**config.mk**
```make
export PLATFORM = sky130hd
export DESIGN_NAME = tmhq_ram
export DESIGN_NICKNAME = d
export VERILOG_FILES = /design/src/rtl/tmhq_ram.sv
export SDC_FILE = /design/constraint.sdc
export NUM_CORES = 1
export LEC_CHECK = 0
export BUFFER_PORTS_ARGS = -buffer_cell sky130_fd_sc_hd__buf_2
export CAP_MARGIN = 20
export CELL_PAD_IN_SITES_DETAIL_PLACEMENT = 0
export CELL_PAD_IN_SITES_GLOBAL_PLACEMENT = 1
export CORE_MARGIN = 2
export CORE_UTILIZATION = 45
export DETAILED_ROUTE_END_ITERATION = 16
export PLACE_DENSITY_LB_ADDON = 0.08
export SYNTH_ARGS = -nofsm -noshare
export SYNTH_HDL_FRONTEND = slang
export SYNTH_SLANG_ARGS = --single-unit
export TNS_END_PERCENT = 10
```
**constraint.sdc**
```tcl
create_clock -name clock -period 4.5 [get_ports clock]
set_input_delay 0.675 -clock clock [delete_from_list [all_inputs] [get_ports clock]]
set_output_delay 0.675 -clock clock [all_outputs]
set_load 0.02 [all_outputs]
```
**src/rtl/tmhq_ram.sv**
```systemverilog
module tmhq_ram #(
   parameter int unsigned WIDTH = 8,
   parameter int unsigned DEPTH = 64
) (
   input  logic                     clock,
   input  logic                     wr_en,
   input  logic [$clog2(DEPTH)-1:0] wr_addr,
   input  logic [WIDTH-1:0]         wr_data,
   input  logic [$clog2(DEPTH)-1:0] rd_addr,
   output logic [WIDTH-1:0]         rd_data
);

   logic [WIDTH-1:0] mem_ff [DEPTH];

   // Write port and registered read
   always_ff @(posedge clock) begin
      if (wr_en) begin
         mem_ff[wr_addr] <= wr_data;
      end
      rd_data <= mem_ff[rd_addr];
   end

endmodule

```
# Word-level counts from Yosys, hierarchy flattened
# Memories as Yosys holds them, arrays and structs flattened. A register that Yosys moved wholly into a read port is not among the register bits.
# Cells that the tools add are included.
[totals]
elab_cells = 3
inputBits = 22
mem_count = 1
out_inout_bits = 8
reg_bits = 0
ramBits = 512
[memory_table]
columns = ["memory", "depth", "width", "rd", "rd_clocked_by_memory_dff", "wr", "line_no", "text"]
rows = [
  ["mem_ff", 64, 8, 1, 1, 1, "13", "logic [WIDTH-1:0] mem_ff [DEPTH];"],
]
[classes]
mux = 2
[ops]
columns = ["cell", "n"]
rows = [
  ["$mux 1", 2],
]

# Longest topological paths before layout
[logic_depth]
word_depth = 2
mapped_depth = 9
ltp_nobuf = 5

# Least setup slack after synthesis
# Ideal clock, no wire load.
[synth_path]
kind = "input -> register"
from = "in rd_addr[1]"
to = "reg rd_data[3], read port of mem_ff"
arrival_time_ps = 2215
path_buffers = 3
setup_ps = 128
path_slack_ps = 2157
path_stages = 7
required_ps = 4372
cell_sequence = "buf_4 buf_2 buf_2 mux4_2 mux4_2 o21ai_1 o41ai_1"
[synth_lines]
columns = ["item", "line_no", "text"]
rows = [
  ["start, declared", "9", "input logic [$clog2(DEPTH)-1:0] rd_addr,"],
  ["end, declared", "10", "output logic [WIDTH-1:0] rd_data"],
]

==> impl_metrics.py <==
metrics = {
    "floorplan": {
        "die_x_um": 216,
        "die-area_mm2": 0.0465,
        "core_mm2": 0.0442,
        "rows": 77,
        "start_util_pct": 45.6,
        "die_height_um": 216,
        "boundaryPins": 30,
    },
    "critical_path": {
        "crit_path_start_kind": "input pin",
        "cp_cell_sequence": "clkbuf_8, buf_4, mux4_2, mux2_2, o221a_2, nor3_1, o32ai_1",
        "cp_slowest_cell": "mux4_2",
        "cp-end-kind": "flip-flop",
        "cp.required_ps": 4940,
        "cp.arrival_ps": 3150,
        "slowest_delay_ps": 520,
        "worst-setup-path-type": "input pin to flip-flop",
        "worst-path-max-fanout": 52,
        "r2r_cells": 5,
    },
    "routing": {
        "first_pass_iters": 7,
        "drtAntennaViolNets": 0,
        "drt-initial-drc-count": 1098,
        "wl_per_cell_um": 29.5,
        "avgViaCountPerCell": 5.90,
        "totalWireLength_mm": 47.9,
        "drc": 0,
        "vias": 9568,
    },
    "sta": {
        "rsz0062_at_grt": "no",
        "hold_slack_ps": 498,
        "setup_violations": 0,
        "slew_headroom_pct": 23.2,
        "finalCritPeriodShare_pct": 60.2,
        "finalCriticalPeriod_ps": 2710,
        "fmax_mhz": 369,
        "finClkSkew_ps": 11.2,
        "worstMarginPinSlew_ps": 1150,
        "report.final.slew_viol_count": 0,
        "fin_setup_tns_ps": 0,
        "hold_viol_final": 0,
    },
    "placed_design": {
        "dp_hpwl_mm": 29.5,
        "dp.cells": 1534,
        "place_congestion": 0.787,
        "io_buffers": 29,
    },
    "synthesis": {
        "syn_area_mm2": 0.0202,
        "async_reset_ff_share_pct": 0,
        "postSynth.topFlopCell": "edfxtp_1",
        "synth_top_area_share_pct": 76.2,
        "ys_seq_area_share_pct": 77.0,
        "synth-seq-cells": 520,
        "synth_edf_count": 512,
        "synth.avg_cell_area_um2": 21.5,
        "yosys.area.top_type": "edfxtp_1",
        "synth.area.top_cells": "edfxtp_1 76%, mux4_2 14%, nor2_1 1.5%, mux2i_1 1.1%, dfxtp_1 0.79%",
        "ys_types": 40,
        "synthCells": 940,
        "synth_warnings": 0,
        "synth_nets": 962,
    },
    "finish": {
        "syn2layout_area_growth_pct": 11.7,
        "nets": 1022,
        "final_cells": 1622,
        "final_common_cell": "edfxtp_1",
        "antenna_cells": 0,
        "utilization_pct": 50.9,
        "n_fill_cell": 3487,
        "drive_above_1_share_pct": 25.7,
        "layout_common_cells": "512 x edfxtp_1, 126 x mux4_2, 83 x nor2_1",
    },
    "grt": {
        "track_usage_pct": 21.0,
        "grt_antenna_before_repair": 3,
        "grt_pass1_wl_mm": 69.6,
        "grt.overflow.total": 0,
        "grt_pass1_vias": 9908,
        "grt_start_max_net_pins": 65,
    },
    "power_and_ir_drop": {
        "max-vdd-ir-drop_v": 0.000292,
        "p_per_area_mw_per_mm2": 436,
        "leakagePower_nw": 6.97,
    },
    "cts": {
        "clock-sinks": 520,
        "cts_resized": 0,
        "path_clk_slew_ps": 60,
        "clock_latency_ps": 590,
        "htreeDepth": 2,
        "cts_max_path_buffers": 3,
        "cts_made_buffers": 52,
        "root_buffer": "clkbuf_16",
        "post_cts_buffers": 0,
        "cts_hold_buf": 0,
        "cts_tree": "built",
    },
    "outcome": {
        "status": "completed",
    },
    "job": {
        "drv_cap": 0,
    },
    "hold_path": {
        "hold_depth": 1,
        "hp-class": "input pin to flip-flop",
    },
}
-- layout make-up --
type	count	area, µm²	share of cell area (%)
clock buffer	66	1390	6.15
clock inverter	18	114	0.506
sequential	520	15500	69.0
multi-input combinational	369	4320	19.2
timing repair buffer	57	432	1.92
tap	592	741	3.29
-- cells in the mapped netlist (6+ instances only) --
| cell | n |
|---|---|
| buf_2 | 11 |
| nor2b_1 | 14 |
| mux4_2 | 126 |
| o22ai_1 | 8 |
| nor2_1 | 83 |
| nor3_1 | 7 |
| dfxtp_1 | 8 |
| mux2_2 | 13 |
| clkbuf_1 | 17 |
| a221oi_1 | 6 |
| nand2_1 | 19 |
| nand2b_1 | 7 |
| mux2i_1 | 23 |
| buf_4 | 13 |
| edfxtp_1 | 512 |
| o221ai_1 | 8 |
| nand3_1 | 13 |
-- where the power goes --
part           switching [mW]  total (mW)  leakage, nW  internal, mW
Sequential             0.0176        5.38         4.67          5.36
Combinational           0.324       0.515         1.56         0.191
Clock                    1.73        3.93        0.736          2.20
Total                    2.07        9.83         6.97          7.76
-- path summary, 6_finish.rpt --
kind | from | endpoint | slack (ps)
max | rd_addr[0] | rd_data[6] | 1790
min reg2reg | mem_ff[23][2] | rd_data[2] | 820
max reg2reg | mem_ff[16][4] | rd_data[4] | 2450
min | wr_data[5] | mem_ff[49][5] | 500
-- worst max-delay path, delay by kind of cell --
kind | cells | cell delay, ps
mux | 2 | 810
compound gates | 2 | 430
buf+inv | 2 | 850
simple gates | 1 | 350
-- cells by family (layout without fill, tap and decap cells) --
group	after synthesis	after routing	share of synthesized area, %
AND/OR/NAND/NOR	153	153	3.39
AO/OA/AOI/OAI	54	54	2.07
buffers and inverters	51	141	1.57
flip-flops	520	520	77.0
multiplexers	162	162	15.9
-- metrics by stage --
| stage | setup slack (ps) | instance area [µm²] | power, mW |
|---|---|---|---|
| after floorplan | 2160 | 20200 | 5.77 |
| final | 1790 | 22500 | 9.83 |
| after CTS | 1780 | 22400 | 9.91 |
| after global placement | 1170 | 20900 | 5.99 |
| after global routing | 1680 | 22500 | 10.1 |
| after detailed placement | 1160 | 20900 | 6.00 |
-- state kept, by name, indices dropped and copies added, names as in the netlist --
| name | count |
|---|---|
| mem_ff | 512 |
| rd_data | 8 |
-- metal layers --
metal / wire [µm] / global-route usage [%] / part of all wire (%)
met1: 21100 / 30.7 / 44
met2: 22800 / 32.6 / 48
met3: 2870 / 3.61 / 6.0
met4: 1080 / 6.32 / 2.2
met5: 29 / 0 / 0.061
Power figures use the tool's default switching activity.
